==> src/tick_delay_wakeup_queue_macros.svh <==
// Assertion macros shared by the wake-up queue modules.
`ifndef TICK_DELAY_WAKEUP_QUEUE_MACROS_SVH
`define TICK_DELAY_WAKEUP_QUEUE_MACROS_SVH
`ifndef SYNTHESIS
`define TDWQ_ASSERT_IMP(label, ante, cons) \
    label: assert property (@(posedge aclk) disable iff (!aresetn) (ante) |-> (cons)) \
        else $error("wake-up queue check failed");
`define TDWQ_ASSERT_NXT(label, ante, cons) \
    label: assert property (@(posedge aclk) disable iff (!aresetn) (ante) |=> (cons)) \
        else $error("wake-up queue check failed");
`else
`define TDWQ_ASSERT_IMP(label, ante, cons)
`define TDWQ_ASSERT_NXT(label, ante, cons)
`endif
`endif

==> src/tdwq_pkg.sv <==
// Types, codes and constants of the tick-driven wake-up queue.
package tdwq_pkg;

    localparam int QUEUE_DEPTH_DEF = 32;
    localparam int WAKE_LIMIT      = 32;
    localparam int REL_W           = $clog2(WAKE_LIMIT + 1);
    localparam int TICK_W          = 31;
    localparam int TASK_W          = 8;
    localparam int VALUE_W         = 32;
    localparam int TYPE_W          = 2;
    localparam int KIND_W          = 3;
    localparam int S_TDATA_W       = 40;
    localparam int M_TDATA_W       = 40;
    localparam logic [TICK_W-1:0] TICK_MAX = '1;

    typedef enum logic [TYPE_W-1:0] {
        REQ_TICK  = 2'd0,
        REQ_TIME  = 2'd1,
        REQ_DELAY = 2'd2,
        REQ_UNTIL = 2'd3
    } req_type_t;

    typedef enum logic [KIND_W-1:0] {
        KIND_ACK    = 3'd0,
        KIND_TIME   = 3'd1,
        KIND_WAKE   = 3'd2,
        KIND_REJECT = 3'd3,
        KIND_FULL   = 3'd4
    } reply_kind_t;

    typedef struct packed {
        logic        load_req;
        logic        eval;
        logic        emit;
        reply_kind_t kind;
        logic        last;
        logic        tick_inc;
        logic        pop;
        logic        insert;
    } cmd_t;

    typedef struct packed {
        logic      out_free;
        req_type_t req_type;
        logic      wake_after_inc;
        logic      second_due;
        logic      reject;
        logic      full;
    } status_t;

endpackage

==> src/tdwq_dpath.sv <==
// Datapath: request registers, tick counter, sorted waiter cells and result register.
`include "tick_delay_wakeup_queue_macros.svh"
module tdwq_dpath #(
    parameter int QUEUE_DEPTH = tdwq_pkg::QUEUE_DEPTH_DEF
) (
    input  logic                            aclk,
    input  logic                            aresetn,
    input  logic [tdwq_pkg::S_TDATA_W-1:0]  s_tdata,
    input  logic [tdwq_pkg::TYPE_W-1:0]     s_tuser,
    input  tdwq_pkg::cmd_t                  cmd,
    output tdwq_pkg::status_t               status,
    output logic                            m_tvalid,
    input  logic                            m_tready,
    output logic [tdwq_pkg::M_TDATA_W-1:0]  m_tdata,
    output logic [tdwq_pkg::KIND_W-1:0]     m_tuser,
    output logic                            m_tlast
);
    import tdwq_pkg::*;

    localparam int CNT_W = $clog2(QUEUE_DEPTH + 1);

    req_type_t          type_reg;
    logic [TASK_W-1:0]  task_reg;
    logic [VALUE_W-1:0] value_reg;
    logic [TICK_W-1:0]  tick_reg;
    logic [TICK_W-1:0]  tick_inc_val;
    logic [TICK_W-1:0]  deadline_reg;
    logic [TICK_W-1:0]  deadline_next;
    logic               reject_reg;
    logic               reject_next;
    logic [TICK_W:0]    delay_sum;
    logic [CNT_W-1:0]   count_reg;

    logic [TICK_W-1:0]  dl_reg [QUEUE_DEPTH];
    logic [TASK_W-1:0]  tk_reg [QUEUE_DEPTH];
    logic [QUEUE_DEPTH-1:0] gt;

    logic               m_valid_reg;
    logic [TASK_W-1:0]  out_task_reg;
    logic [TICK_W-1:0]  out_tick_reg;
    reply_kind_t        out_kind_reg;
    logic               out_last_reg;

    always_ff @(posedge aclk) begin
        if (cmd.load_req) begin
            type_reg  <= req_type_t'(s_tuser);
            task_reg  <= s_tdata[TASK_W-1:0];
            value_reg <= s_tdata[TASK_W +: VALUE_W];
        end
        if (cmd.eval) begin
            deadline_reg <= deadline_next;
            reject_reg   <= reject_next;
        end
    end

    // Relative delays saturate; absolute deadlines before the current tick are refused.
    always_comb begin
        delay_sum = {1'b0, tick_reg} + {1'b0, value_reg[TICK_W-1:0]};
        if (type_reg == REQ_DELAY) begin
            reject_next   = value_reg[VALUE_W-1];
            deadline_next = delay_sum[TICK_W] ? TICK_MAX : delay_sum[TICK_W-1:0];
        end else begin
            reject_next   = value_reg[VALUE_W-1] || (value_reg[TICK_W-1:0] < tick_reg);
            deadline_next = value_reg[TICK_W-1:0];
        end
    end

    assign tick_inc_val = (tick_reg == TICK_MAX) ? tick_reg : tick_reg + 1'b1;

    always_ff @(posedge aclk) begin
        if (!aresetn) begin
            tick_reg  <= '0;
            count_reg <= '0;
        end else begin
            if (cmd.tick_inc) begin
                tick_reg <= tick_inc_val;
            end
            if (cmd.insert) begin
                count_reg <= count_reg + 1'b1;
            end else if (cmd.pop) begin
                count_reg <= count_reg - 1'b1;
            end
        end
    end

    // Each cell compares against the new deadline; cells past the insertion point shift up.
    for (genvar i = 0; i < QUEUE_DEPTH; i++) begin : g_cell
        localparam logic [CNT_W-1:0] IDX = CNT_W'(i);
        logic              first;
        logic              prev_gt;
        logic [TICK_W-1:0] prev_dl;
        logic [TASK_W-1:0] prev_tk;
        logic [TICK_W-1:0] next_dl;
        logic [TASK_W-1:0] next_tk;

        assign gt[i] = (IDX < count_reg) && (dl_reg[i] > deadline_reg);

        if (i == 0) begin : g_head
            assign first   = gt[i];
            assign prev_gt = 1'b0;
            assign prev_dl = deadline_reg;
            assign prev_tk = task_reg;
        end else begin : g_body
            assign first   = gt[i] && !gt[i-1];
            assign prev_gt = gt[i-1];
            assign prev_dl = dl_reg[i-1];
            assign prev_tk = tk_reg[i-1];
        end

        if (i == QUEUE_DEPTH - 1) begin : g_tail
            assign next_dl = dl_reg[i];
            assign next_tk = tk_reg[i];
        end else begin : g_mid
            assign next_dl = dl_reg[i+1];
            assign next_tk = tk_reg[i+1];
        end

        // The cell just past the last valid one takes the old tail when the queue shifts.
        always_ff @(posedge aclk) begin
            if (cmd.insert && (first || (!prev_gt && IDX == count_reg))) begin
                dl_reg[i] <= deadline_reg;
                tk_reg[i] <= task_reg;
            end else if (cmd.insert && (gt[i] || prev_gt)) begin
                dl_reg[i] <= prev_dl;
                tk_reg[i] <= prev_tk;
            end else if (cmd.pop) begin
                dl_reg[i] <= next_dl;
                tk_reg[i] <= next_tk;
            end
        end
    end

    always_ff @(posedge aclk) begin
        if (!aresetn) begin
            m_valid_reg <= 1'b0;
        end else if (cmd.emit) begin
            m_valid_reg <= 1'b1;
        end else if (m_tready) begin
            m_valid_reg <= 1'b0;
        end
    end

    always_ff @(posedge aclk) begin
        if (cmd.emit) begin
            out_task_reg <= (cmd.kind == KIND_WAKE) ? tk_reg[0] : task_reg;
            out_tick_reg <= tick_reg;
            out_kind_reg <= cmd.kind;
            out_last_reg <= cmd.last;
        end
    end

    assign status.out_free       = !m_valid_reg || m_tready;
    assign status.req_type       = type_reg;
    assign status.wake_after_inc = (count_reg != '0) && (dl_reg[0] <= tick_inc_val);
    assign status.second_due     = (count_reg > CNT_W'(1)) && (dl_reg[1] <= tick_reg);
    assign status.reject         = reject_reg;
    assign status.full           = (count_reg == CNT_W'(QUEUE_DEPTH));

    assign m_tvalid = m_valid_reg;
    assign m_tdata  = {1'b0, out_tick_reg, out_task_reg};
    assign m_tuser  = out_kind_reg;
    assign m_tlast  = out_last_reg;

    `TDWQ_ASSERT_IMP(a_count_bound, 1'b1, count_reg <= CNT_W'(QUEUE_DEPTH))
    `TDWQ_ASSERT_IMP(a_pop_nonempty, cmd.pop, count_reg != '0)
    `TDWQ_ASSERT_IMP(a_head_sorted, count_reg > CNT_W'(1), dl_reg[0] <= dl_reg[1])
    `TDWQ_ASSERT_NXT(a_tick_monotonic, 1'b1, tick_reg >= $past(tick_reg))

endmodule

==> src/tdwq_ctrl.sv <==
// Controller state machine that sequences replies, wake-ups and insertions.
`include "tick_delay_wakeup_queue_macros.svh"
module tdwq_ctrl (
    input  logic              aclk,
    input  logic              aresetn,
    input  logic              s_tvalid,
    output logic              s_tready,
    input  tdwq_pkg::status_t status,
    output tdwq_pkg::cmd_t    cmd
);
    import tdwq_pkg::*;

    typedef enum logic [5:0] {
        S_IDLE    = 6'b000001,
        S_DECODE  = 6'b000010,
        S_ACK     = 6'b000100,
        S_WAKE    = 6'b001000,
        S_REPLY   = 6'b010000,
        S_DISPOSE = 6'b100000
    } state_t;

    state_t            state_reg;
    state_t            state_next;
    logic [REL_W-1:0]  rel_reg;
    logic [REL_W-1:0]  rel_next;
    logic              wake_last;

    // A wake-up is the last one when the per-tick limit is reached or the next waiter is not due.
    assign wake_last = (rel_reg == REL_W'(WAKE_LIMIT - 1)) || !status.second_due;

    always_comb begin
        state_next   = state_reg;
        rel_next     = rel_reg;
        s_tready     = 1'b0;
        cmd          = '0;
        cmd.kind     = KIND_ACK;
        unique case (state_reg)
            S_IDLE: begin
                s_tready = 1'b1;
                if (s_tvalid) begin
                    cmd.load_req = 1'b1;
                    state_next   = S_DECODE;
                end
            end
            S_DECODE: begin
                cmd.eval = 1'b1;
                case (status.req_type)
                    REQ_TICK:              state_next = S_ACK;
                    REQ_TIME:              state_next = S_REPLY;
                    REQ_DELAY, REQ_UNTIL:  state_next = S_DISPOSE;
                    default:               state_next = S_IDLE;
                endcase
            end
            S_ACK: begin
                if (status.out_free) begin
                    cmd.emit     = 1'b1;
                    cmd.kind     = KIND_ACK;
                    cmd.last     = !status.wake_after_inc;
                    cmd.tick_inc = 1'b1;
                    rel_next     = '0;
                    state_next   = status.wake_after_inc ? S_WAKE : S_IDLE;
                end
            end
            S_WAKE: begin
                if (status.out_free) begin
                    cmd.emit   = 1'b1;
                    cmd.kind   = KIND_WAKE;
                    cmd.last   = wake_last;
                    cmd.pop    = 1'b1;
                    rel_next   = rel_reg + 1'b1;
                    state_next = wake_last ? S_IDLE : S_WAKE;
                end
            end
            S_REPLY: begin
                if (status.out_free) begin
                    cmd.emit   = 1'b1;
                    cmd.kind   = KIND_TIME;
                    cmd.last   = 1'b1;
                    state_next = S_IDLE;
                end
            end
            S_DISPOSE: begin
                if (status.reject || status.full) begin
                    if (status.out_free) begin
                        cmd.emit   = 1'b1;
                        cmd.kind   = status.reject ? KIND_REJECT : KIND_FULL;
                        cmd.last   = 1'b1;
                        state_next = S_IDLE;
                    end
                end else begin
                    cmd.insert = 1'b1;
                    state_next = S_IDLE;
                end
            end
            default: state_next = S_IDLE;
        endcase
    end

    always_ff @(posedge aclk) begin
        if (!aresetn) begin
            state_reg <= S_IDLE;
            rel_reg   <= '0;
        end else begin
            state_reg <= state_next;
            rel_reg   <= rel_next;
        end
    end

    `TDWQ_ASSERT_IMP(a_rel_bound, 1'b1, rel_reg <= REL_W'(WAKE_LIMIT))
    `TDWQ_ASSERT_IMP(a_insert_legal, cmd.insert, !status.reject && !status.full)
    `TDWQ_ASSERT_NXT(a_wake_exit, state_reg == S_WAKE, state_reg == S_WAKE || state_reg == S_IDLE)

endmodule

==> src/tick_delay_wakeup_queue.sv <==
// Tick-driven wake-up queue: top level joining controller and datapath.
//
// Input channel (s_*): one request item per handshake. s_tuser carries the
// request type (tick, time query, relative delay, delay until a tick);
// s_tdata carries the task id and the 32-bit signed tick value.
// Result channel (m_*): reply items with the target task, the reply kind on
// m_tuser and the current tick; m_tlast marks the final reply of a request.
//
// Each request is handled on its own. A time query passes the decode and
// reply states before its reply; a delay is decoded and then either queued
// with no reply or refused with a reject or full reply. A tick gives its ack
// from the ack state, then one wake-up per cycle while the result register is
// free, at most 32; each wake-up pops the head cell of the sorted register queue.
// A new request is taken in the cycle after the last reply is registered,
// while that reply may still wait on m_tready.
// A stalled receiver holds the block: the result register keeps its item and
// no further reply or wake-up is produced until it is taken.
// Reset clears the tick counter and the waiter count; no queued waiter
// survives it, and the controller resets to its idle state, ready for a request.
module tick_delay_wakeup_queue
    import tdwq_pkg::*;
#(
    parameter int QUEUE_DEPTH = QUEUE_DEPTH_DEF
) (
    input  logic                 aclk,
    input  logic                 aresetn,
    input  logic                 s_tvalid,
    output logic                 s_tready,
    input  logic [S_TDATA_W-1:0] s_tdata,   // task_id[7:0], tick_value[39:8]
    input  logic [TYPE_W-1:0]    s_tuser,   // req_type[1:0]
    output logic                 m_tvalid,
    input  logic                 m_tready,
    output logic [M_TDATA_W-1:0] m_tdata,   // reply_task[7:0], reply_tick[38:8], zero[39]
    output logic [KIND_W-1:0]    m_tuser,   // reply_kind[2:0]
    output logic                 m_tlast
);

    cmd_t    cmd;
    status_t status;

    tdwq_ctrl u_ctrl (
        .aclk     (aclk),
        .aresetn  (aresetn),
        .s_tvalid (s_tvalid),
        .s_tready (s_tready),
        .status   (status),
        .cmd      (cmd)
    );

    tdwq_dpath #(
        .QUEUE_DEPTH (QUEUE_DEPTH)
    ) u_dpath (
        .aclk     (aclk),
        .aresetn  (aresetn),
        .s_tdata  (s_tdata),
        .s_tuser  (s_tuser),
        .cmd      (cmd),
        .status   (status),
        .m_tvalid (m_tvalid),
        .m_tready (m_tready),
        .m_tdata  (m_tdata),
        .m_tuser  (m_tuser),
        .m_tlast  (m_tlast)
    );

endmodule

==> config.mk <==
export PLATFORM = sky130hd
export DESIGN_NAME = tick_delay_wakeup_queue
export DESIGN_NICKNAME = d
export VERILOG_FILES = /design/src/tdwq_pkg.sv /design/src/tdwq_dpath.sv /design/src/tdwq_ctrl.sv /design/src/tick_delay_wakeup_queue.sv
export VERILOG_INCLUDE_DIRS = /design/src /design/src/src
export SDC_FILE = /design/constraint.sdc
export NUM_CORES = 2
export LEC_CHECK = 0
export BUFFER_PORTS_ARGS = -buffer_cell sky130_fd_sc_hd__buf_4
export CAP_MARGIN = 10
export CELL_PAD_IN_SITES_DETAIL_PLACEMENT = 0
export CELL_PAD_IN_SITES_GLOBAL_PLACEMENT = 1
export CORE_ASPECT_RATIO = 1.75
export CORE_MARGIN = 2
export CORE_UTILIZATION = 50
export DETAILED_ROUTE_END_ITERATION = 6
export HOLD_SLACK_MARGIN = 0.12
export PLACE_DENSITY_LB_ADDON = 0.3
export SKIP_LAST_GASP = 1
export SYNTH_ARGS = -nofsm -noshare
export SYNTH_HDL_FRONTEND = slang
export SYNTH_SLANG_ARGS = --single-unit
==> constraint.sdc <==
create_clock -name aclk -period 10.1 [get_ports aclk]
set_clock_uncertainty 0.1 [all_clocks]
set_input_delay 0.505 -clock aclk [delete_from_list [all_inputs] [get_ports aclk]]
set_output_delay 0.505 -clock aclk [all_outputs]
set_load 0.03 [all_outputs]
# == After elaboration in Yosys (flattened, before gate mapping) ==
# Memories as Yosys holds them, arrays and structs flattened.
# Cells that the tools add are included.
# word_totals
register_bits,167
ramBits,1248
inputBits,46
out_inout_bits,46
word_cells,956
mem_count,2
# memory_table
memory,words,word_bits,rd,rd_clocked_by_memory_dff,write_ports,line_no,text
u_dpath.dl_reg,32,31,32,0,32,tdwq_dpath.sv:34,logic [TICK_W-1:0] dl_reg [QUEUE_DEPTH];
u_dpath.tk_reg,32,8,32,0,32,tdwq_dpath.sv:35,logic [TASK_W-1:0] tk_reg [QUEUE_DEPTH];
# op_classes
add_sub_neg,5
magnitude_cmp,68
n_eq_ne,47
muxes,422
bitwise_logic,128
reduce_logical,270
# ops
cell,n
$mux W31,67
$gt A31 B31 Y1,32
$mux W8,65
$mux W1,269
$logic_and A1 B1 Y1,160
$or A1 B1 Y1,128
$eq A5 B6 Y1 const A,16
$lt A5 B6 Y1 const A,16
$logic_or A1 B1 Y1,67
$le A31 B31 Y1,2
$mux W6,10
$eq A4 B6 Y1 const A,8
$lt A4 B6 Y1 const A,8
$pmux W6 S6,1
$logic_not A1 Y1,34
$add A31 B31 Y32,1
$add A31 B1 Y31 const B,1
$eq A31 B31 Y1 const B,1
$lt A31 B31 Y1,1
$eq A3 B6 Y1 const A,4
$lt A3 B6 Y1 const A,4
$mux W5,4
$pmux W5 S4,1
$pmux W6 S3,1
other kinds (26),39

# == Longest topological paths before layout ==
# An unclocked memory read counts as a cell.
# logic_depth
depth_word,11
mapped_depth,19
mapped_depth_nobuf,18

# == Modules after synthesis ==
# From an unflattened synthesis, not the netlist that was laid out.
# unflattened
cells_unflattened,8799
hier_area_um2,97247.0
# modules_own_cells
module,n_inst,cells_per_inst,area_per_inst_um2
tdwq_dpath,1,8694,96435.0
tdwq_ctrl,1,105,812.0

# == Worst setup path before layout ==
# No wires, ideal clock.
# synth_path
path_type,register to register
start,register u_dpath.count_reg[0]
end,"memory u_dpath.dl_reg[9][0] (netlist: u_dpath.dl_reg[2][31]), enable pin"
setup_time_ps,571
arrival_time_ps,6443
required_ps,9429
slack_ps,2986
stages_incl_launch_ff,11
n_path_buf,4
period_less_slack_ps,7114
cell_sequence,dfxtp_1 > inv_1 > ha_1 > clkbuf_1 > a41oi_1 > and2_1 > buf_4 > buf_4 > buf_2 > nand3_1 > o311ai_0
# synth_lines
item,line_no,text
"start, declared",tdwq_dpath.sv:32,logic [CNT_W-1:0] count_reg;
"start signal, assigned",tdwq_dpath.sv:79,count_reg <= count_reg + 1'b1;
"start signal, assigned",tdwq_dpath.sv:81,count_reg <= count_reg - 1'b1;
"end, declared",tdwq_dpath.sv:34,

==> summary.txt <==
Yosys
  • Top cell type's share of synthesized area: 0.436
  • Synthesized area: 93,900 µm²
  • Mapped Avg Cell Area: 10.5 µm²
  • Part of the Yosys area used for sequential elements: 0.447
  • Ranking of synthesized cells by area: edfxtp_1 44%, ha_1 15%, mux2i_1 7.2%, nand2_1 4.5%, o21ai_0 4.2%
  • Post-synthesis cell count: 8,964
  • Top FF cell, synth: edfxtp_1
  • EDFF count, synth: 1,365
  • Synth Area in Adders: 0.150
  • Synthesized flop and latch total: 1,415
  • Largest family of logic cells by synthesized area: compound AO/OA/AOI/OAI gates
  • Cell variety after synth: 90
  • Synth area leader: edfxtp_1
  • Xor and xnor fraction of the mapped netlist area: 0.00798
  • Mux cell area share after synthesis: 0.0763
  • Synth Area in Simple Gates: 0.114
  • Syn. warnings: 0
  • Syn nets: 10,132
  • Async S/R FF share, synth: 0
  • Compound-gate portion of the synthesized area: 0.171

Drt
  • Vias per cell: 6.64
  • Routed WL per cell: 30.4 µm
  • Total length of routed wires: 346 mm
  • Final ANT Viol Nets: 0
  • Drt drc: 6
  • Total number of vias: 75,844
  • Initial DRC count: 6,878
  • 1st-pass router iterations: 7

CTS
  • CTS Buffer Depth: 4
  • Post-CTS setup buffers: 0
  • # resized after CTS: 0
  • Clock Latency Late Sink: 0.83 ns
  • Clock transition at path regs: 0.07 ns
  • CTS sink cnt: 1,415
  • TritonCTS buffer count: 150
  • Root buffer cell: clkbuf_16
  • Hold_buf cts: 45
  • CTS tree: done
  • CTS HTree Levels: 4

Layout
  • Area grow syn2layout: 8.81%
  • Final Core Density: 0.547
  • Largest register FFs: 992
  • Layout Cells excl Fill: 11,414
  • NumNets Final: 10,033
  • Share of layout cells above drive strength 1: 0.0686
  • Commonest cells after routing, fill and taps aside: 1,365 x edfxtp_1, 1,121 x ha_1, 1,117 x nand2_1
  • Commonest non-fill, non-tap cell in the layout: edfxtp_1
  • Fin area: 102,000 µm²

Floorplanning
  • Std-Cell Rows: 210
  • Initial core utilization: 0.503
  • Core Area: 187,000 µm²
  • Io pins: 92
  • DIE AREA: 191,000 µm²
  • Die height: 577 µm
  • Die W: 332 µm

GRT
  • Largest net degree at the start of global routing: 277
  • Vias in the first global route: 76,060
  • Global-route wire length before repair: 503 mm
  • GRT Resource Usage Total: 0.354
  • Overflow after GRT: 0
  • Initial antenna violation count: 13

Timing
  • Max transition margin: 0.110
  • Final min period: 6.42 ns
  • RSZ-0062 raised after global routing: no
  • Fin. Hold Viols: 0
  • Worst-Margin Slew: 1.33 ns
  • Post-route setup TNS: 0 ns
  • Max Freq: 156 MHz
  • Hold WS: 0.157 ns
  • Final setup viols: 0
  • Fraction of the cycle the final worst path needs: 0.635
  • Slew Viols, Final: 0

Pwr
  • Peak supply drop: 161 µV
  • Switch Pwr: 0.00509 W
  • Sw frac: 0.309
  • Register share of total power: 0.451
  • Comb pwr share: 0.206
  • Cell-internal power: 0.0114 W
  • PD cells: 161 nW/µm²
  • Leak: 37.9 nW
  • Clock power frac: 0.343

Place
  • # placed instances: 11,105
  • Post-DP HPWL: 258 mm
  • Global placement routability congestion: 1.01
  • Port Buf Inserts: 90
  • Post-placement cell area: 97,000 µm²

Critical path
  • Crit path capture type: flip-flop
  • Arr. time, crit path: 6.76 ns
  • Delay-heaviest family, CP: compound AO/OA/AOI/OAI gates
  • Critical path required time: 10.44 ns
  • Startpoint type of the worst setup path: flip-flop
  • Largest stage delay on the critical path: 1.07 ns
  • CP cell instances: clkinv_1 -> buf_4 -> ha_1 -> nand4_1 -> nor4_2 -> o2111ai_1 -> a2111oi_0 -> nor2_1 -> a21oi_1 -> a311oi_1 -> o21ai_4 -> buf_4
  • Crit-path max FO: 39
  • CP Buf/Inv Count: 3
  • Worst Setup Path Type: reg2reg
  • Cell mode on critical path: buf_4
  • Critical path's slowest cell: a2111oi_0

Worst hold path
  • Hold crit path type: in2reg

Job
  • MaxCap Viol Count: 0

Outcome
  • Failing checks: design-rule violations
  • Outcome: complete, but fails checks
[cells by family (layout without fill, tap and decap cells)]
kind of cell / count (synthesis) / in the layout
xor gates and xnor gates: 84 / 84
other: 1 / 8
and+or+nand+nor: 2390 / 2390
buffers and inverters: 731 / 736
DFF: 1415 / 1415
AOI/OAI and AO/OA: 2510 / 2510
adders and majority gates: 1122 / 1122
muxes: 711 / 711
[final cells by class]
cell class / count / area, µm²
Tap cell: 2438 / 3050
Inverter: 149 / 559
Timing Repair Buffer: 331 / 2690
Antenna cell: 7 / 17.5
Sequential cell: 1415 / 42000
Fill cell: 16331 / 84600
Clock buffer: 183 / 3970
Multi-Input combinational cell: 6818 / 49200
Clock inverter: 73 / 714
[tightest hold or removal path, delay by kind of cell]
family          cells  cell delay [ns]
simple gates        1             0.28
compound gates      1             0.15
buf+inv             1             0.08
[metrics by stage]
step | setup WS (ns) | power, W
floorplan | 2.99 | 0.00952
global placement | 3.28 | 0.0107
detailed placement | 3.92 | 0.0108
CTS | 3.91 | 0.0164
global route | 3.63 | 0.0170
finish | 3.68 | 0.0165
[cells in the mapped netlist (31+ instances only)]
cell      instances
o21ai_0         783
a31oi_1         106
xnor2_1          75
a221o_1         176
nand3_1         254
a21oi_1         381
dfxtp_1          50
buf_4            34
buf_2           118
nor2_1          456
nor4_1           46
inv_1           147
ha_1           1121
edfxtp_1       1365
mux2_2           39
nor2b_1          79
a211oi_1         39
o211ai_1        192
o31ai_1          31
nand2_1        1122
o21a_1           62
o21ai_1         142
nor3_1           76
mux2i_1         672
clkbuf_1        379
nand4_1         200
a21o_1          310
o22ai_1          82
a22oi_1          59
[metal layers]
layer / vias to the layer above / track usage / part of all wire
met5: - / 0 / 0.00023
met4: 10 / 0.361 / 0.12
met3: 1333 / 0.0490 / 0.055
met2: 3197 / 0.617 / 0.49
met1: 37254 / 0.355 / 0.33
li1: 34050 / - / -
[power groups by stage]
stage | sequential, W | combinational (W) | clock, W
after floorplan | 0.00739 | 0.00213 | 0
after global placement | 0.00752 | 0.00320 | 0
after detailed placement | 0.00753 | 0.00331 | 0
after CTS | 0.00740 | 0.00333 | 0.00569
after global routing | 0.00744 | 0.00369 | 0.00587
final | 0.00742 | 0.00339 | 0.00565
[path summary, 6_finish.rpt]
kind / start / endpoint / slack [ns] / cells after the start
setup reg to reg: u_dpath.deadline_reg[20] / u_dpath.dl_reg[4][57] / 3.68 / 12
hold reg to reg: u_dpath.tick_reg[15] / u_dpath.out_tick_reg[15] / 0.39 / 0
hold / removal: m_tready / u_dpath.m_tvalid / 0.16 / 3
setup / recovery: u_dpath.deadline_reg[20] / u_dpath.dl_reg[4][57] / 3.68 / 12
Power figures use the tool's default switching activity.
